## src/rtl/core/fot_pkg.sv

```systemverilog
package fot_pkg;

  // Table geometry.
  localparam int unsigned DEPTH = 1024;
  localparam int unsigned HALF  = DEPTH / 2;
  localparam int unsigned KEEP  = DEPTH - HALF;

  // The occupancy counter holds DEPTH itself and is never narrower than the report field.
  localparam int unsigned OPEN_W = 11;
  localparam int unsigned OCC_W  = ($clog2(DEPTH + 1) > OPEN_W) ? $clog2(DEPTH + 1) : OPEN_W;

  // The match search works in groups of cells.
  localparam int unsigned GRP_W = 5;
  localparam int unsigned GRP   = 1 << GRP_W;
  localparam int unsigned NGRP  = (DEPTH + GRP - 1) / GRP;
  localparam int unsigned NGW   = $clog2(NGRP);
  localparam int unsigned PAD   = NGRP * GRP;

  // Field widths.
  localparam int unsigned ID_W  = 64;
  localparam int unsigned TS_W  = 64;
  localparam int unsigned WIN_W = 63;
  localparam int unsigned CNT_W = 32;
  localparam int unsigned MODE_W = 3;

  localparam logic [CNT_W-1:0] CNT_MAX    = '1;
  localparam logic [WIN_W-1:0] WINDOW_RST = WIN_W'(1000000);

  // Event kinds.
  localparam logic [MODE_W-1:0] MODE_REST    = 3'd0;
  localparam logic [MODE_W-1:0] MODE_TRADE   = 3'd1;
  localparam logic [MODE_W-1:0] MODE_REPLACE = 3'd2;
  localparam logic [MODE_W-1:0] MODE_CANCEL  = 3'd3;

  // Where a cell takes its next contents from.
  typedef enum logic [1:0] {
    SRC_HOLD,
    SRC_NEXT,
    SRC_FAR,
    SRC_NEW
  } cell_src_e;

  typedef struct packed {
    cell_src_e src;
    logic      cmp_en;
    logic      live;
  } cell_cmd_t;

  // Stage enables of the match search.
  typedef struct packed {
    logic pfx_en;
    logic sel_en;
    logic gsum_en;
    logic tsum_en;
  } srch_ctl_t;

  typedef enum logic [2:0] {
    ST_IDLE,
    ST_EXEC,
    ST_CMP,
    ST_PFX,
    ST_SEL,
    ST_GSUM,
    ST_TSUM,
    ST_JUDGE
  } state_e;

  // Saturating increment of an event counter.
  function automatic logic [CNT_W-1:0] sat_inc(input logic [CNT_W-1:0] v);
    return (v == CNT_MAX) ? v : v + 1'b1;
  endfunction

endpackage

```

## src/rtl/core/fot_cell.sv

```systemverilog
module fot_cell (
  input  logic                          clk_i,
  input  logic                          rst_ni,
  input  fot_pkg::cell_cmd_t            cmd_i,
  input  logic [fot_pkg::ID_W-1:0]      key_i,
  input  logic [fot_pkg::ID_W-1:0]      new_id_i,
  input  logic [fot_pkg::TS_W-1:0]      new_time_i,
  input  logic [fot_pkg::ID_W-1:0]      next_id_i,
  input  logic [fot_pkg::TS_W-1:0]      next_time_i,
  input  logic [fot_pkg::ID_W-1:0]      far_id_i,
  input  logic [fot_pkg::TS_W-1:0]      far_time_i,
  output logic [fot_pkg::ID_W-1:0]      id_o,
  output logic [fot_pkg::TS_W-1:0]      time_o,
  output logic                          match_o
);

  logic [fot_pkg::ID_W-1:0] id_q;
  logic [fot_pkg::TS_W-1:0] time_q;
  logic                     match_q;

  // Entry contents move along the chain or are loaded from the request.
  always_ff @(posedge clk_i) begin
    case (cmd_i.src)
      fot_pkg::SRC_NEXT: begin
        id_q   <= next_id_i;
        time_q <= next_time_i;
      end
      fot_pkg::SRC_FAR: begin
        id_q   <= far_id_i;
        time_q <= far_time_i;
      end
      fot_pkg::SRC_NEW: begin
        id_q   <= new_id_i;
        time_q <= new_time_i;
      end
      default: begin
        id_q   <= id_q;
        time_q <= time_q;
      end
    endcase
  end

  // A held entry flags a match against the cancel key.
  always_ff @(posedge clk_i or negedge rst_ni) begin
    if (!rst_ni) begin
      match_q <= 1'b0;
    end else if (cmd_i.cmp_en) begin
      match_q <= cmd_i.live && (id_q == key_i);
    end
  end

  assign id_o    = id_q;
  assign time_o  = time_q;
  assign match_o = match_q;

endmodule

```

## config.mk

```make
export PLATFORM = sky130hd
export DESIGN_NAME = fot_cell
export DESIGN_NICKNAME = d
export VERILOG_FILES = /design/src/rtl/core/fot_pkg.sv /design/src/rtl/core/fot_cell.sv
export SDC_FILE = /design/constraint.sdc
export NUM_CORES = 1
export LEC_CHECK = 0
export BUFFER_PORTS_ARGS = -buffer_cell sky130_fd_sc_hd__buf_2
export CAP_MARGIN = 0
export CORE_AREA = 2 2 226 228
export CTS_CLUSTER_SIZE = 14
export DETAILED_ROUTE_END_ITERATION = 12
export DIE_AREA = 0 0 228 230
export HOLD_SLACK_MARGIN = 0.03
export PLACE_DENSITY_LB_ADDON = 0.08
export REMOVE_ABC_BUFFERS = 1
export SYNTH_ARGS = -nofsm -noshare
export SYNTH_HDL_FRONTEND = slang
export SYNTH_SLANG_ARGS = --single-unit
```

## constraint.sdc

```tcl
create_clock -name clk_i -period 2 [get_ports clk_i]
set_input_delay 0.1 -clock clk_i [delete_from_list [all_inputs] [get_ports clk_i]]
set_output_delay 0.1 -clock clk_i [all_outputs]
set_load 0.1 [all_outputs]
```

==> impl_metrics.ini <==
[setup_path]
critical_path_class = flop to flop
arrival_ps = 2070
critPathRequiredTime_ps = 2390
reg2reg_slack_ps = 330
worstSetupStartpointType = flop
endpoint_kind = flop
crit_fanout = 2

[global_routing]
grt_pass1_vias = 8625
grt_usage_pct = 12.71
grt_pass1_wl_um = 49450
antenna_found_initial = 0
overflow = 0
grt_max_degree = 83

[power_and_ir_drop]
power_mw = 11.26
powerDensity_mw_per_mm2 = 804.8
p_leak_nw = 6.391
peakVddDrop_mv = 0.5013

[timing]
rsz0062_at_grt = false
period_minus_slack_ps = 1674
min_period_over_period_pct = 83.70
finClkSkew_ps = 4.131
hold_viol_final = 0
setup_viol = 0
whs_ps = 40.91
maxSlewViolCount = 0
worstMarginPinSlew_ps = 544.3
slew-limit-headroom_pct = 63.96
max_freq_mhz = 597.4

[min_path]
holdCritPathClass = primary input to flop

[yosys]
ys_seq_area_share_pct = 52.65
synth_top_cell_area_share_pct = 52.31
synthTopCellsByCount = 129 x nor2_1, 128 x a21oi_1, 128 x edfxtp_1, 128 x mux2i_1, 46 x xnor2_1
netlist_area_mm2 = 0.007348
synth_cell_types = 29
synth_most_common_cell = nor2_1
synth-edff-count = 128
ys_ff_latch = 129
syn_area_per_cell_um2 = 11.12
syn_inst = 661
synth.top_cells.by_area = edfxtp_1 52%, mux2i_1 17%, a21oi_1 8.7%
yosysTopAreaCell = edfxtp_1
synth_ff_type = edfxtp_1
synth-async-reset-ratio_pct = 0.7752
ys_warn_count = 0

[placed_design]
place_area_mm2 = 0.01118
port_buffers = 582
place_hpwl_um = 26960
dp.cells = 1908
gp_congestion = 0.8178

[clocking]
clk_pin_slew_ps = 60
clk_path_buf_depth = 2
cts.sinks = 129
clockRootBuffer = clkbuf_16
cts_buffers = 17
cts_tree = yes
worstSkewPairLatency_ps = 470
cts_htree_levels = 4

[final_layout]
diodes = 0
drive_gt1_share_pct = 43.75
stdcell_area_mm2 = 0.01399
nets = 1929
area_growth_pct = 90.40
final_cells = 2160
fin_util_pct = 28.06

[floorplan]
die_x_um = 228
die_area_mm2 = 0.05244
die_h_um = 230
rows = 82
ioPinCount = 583
start_util_pct = 14.74
coreArea_mm2 = 0.04986

[routing]
drcViolationCount = 0
dr.pass1.iters = 4
totalWireLength_um = 33480
vias_per_cell = 3.712
wl_per_cell_um = 15.50
postRouteAntennaNets = 0
dr.first_iter.drc_count = 206
vias = 8018

[job]
maxCapViolCount = 0

[run_status]
status = completed
## layer usage
metal	up-vias	routed length, µm	track usage, %
li1	4041	-	-
met1	3653	12340	12.71
met2	289	18030	23.73
met3	35	2361	4.650
met4	0	750	5.167
met5	-	0	0
## kinds of logic (layout without fill, tap and decap cells)
logic type	count (synthesis)	after routing	synth area share, %
and+or+nand+nor	156	156	9.092
AOI/OAI and AO/OA	140	140	10.15
DFF	129	129	52.65
muxes	128	128	17.44
buffers and inverters	57	884	4.597
xor gates and xnor gates	51	51	6.079
## sequential cells by signal, summed over array words and instances (netlist names)
signal   count
id_o        64
match_o      1
time_o      64
## critical path: stages, from the launching register on
cell	delay, ps
edfxtp_1	390
xnor2_1	240
nand4_1	150
nor4_2	390
buf_4	170
nand4_1	110
o22ai_2	130
## placed cells by master (no fill, tap or decap), types with 2 or more instances in the layout
cell	count
xnor2_1	46
nor4_2	4
nor2_1	129
inv_1	13
o221ai_1	2
bufinv_16	4
dlygate4sd3_1	220
o22ai_1	2
clkinv_2	3
edfxtp_1	128
o2bb2ai_1	2
buf_12	6
xor2_1	5
nand2b_1	4
mux2i_1	128
buf_4	31
clkbuf_16	17
nand3_1	2
a21oi_1	128
clkinv_1	5
nor4_1	2
buf_2	580
a22o_1	2
nand4_1	12
## layout make-up
class / instances / area [µm²]
Timing Repair Buffer: 839 / 5483
Fill cell: 5438 / 35870
Sequential cell: 129 / 3869
Multi-Input combinational cell: 475 / 3151
Tap cell: 672 / 840.8
Clock inverter: 14 / 170.2
Inverter: 13 / 48.80
Clock buffer: 18 / 429.2
## stage by stage
step           setup TNS (ps)  worst slack [ps]
2_1_floorplan          -14760            -115.3
3_3_place_gp                0             80.85
3_5_place_dp                0             37.50
4_1_cts                     0             15.39
5_1_grt                     0             142.0
6_report                    0             326.0
## where the power goes
part	switching [mW]	total (mW)	internal, mW
Clock	1.25	3.30	2.05
Sequential	0.135	3.49	3.35
Combinational	3.19	4.47	1.28
Total	4.58	11.3	6.68
## repair_timing
action,in CTS,in global routing
setup buffers,0,0
endpoints found under the setup margin,0,1
gates resized for setup,0,1
endpoints found under the hold margin,128,0
hold buffers,220,0
## final timing paths
check,startpoint,end,depth (start not counted)
setup / recovery,id_o[13],match_o,6
hold / removal,next_id_i[30],id_o[30],3
setup reg to reg,id_o[13],match_o,6
hold reg to reg,match_o,match_o,2
max in group asynchronous,rst_ni,match_o,3
min in group asynchronous,rst_ni,match_o,3
No activity file was read; power rests on OpenSTA's default activity.
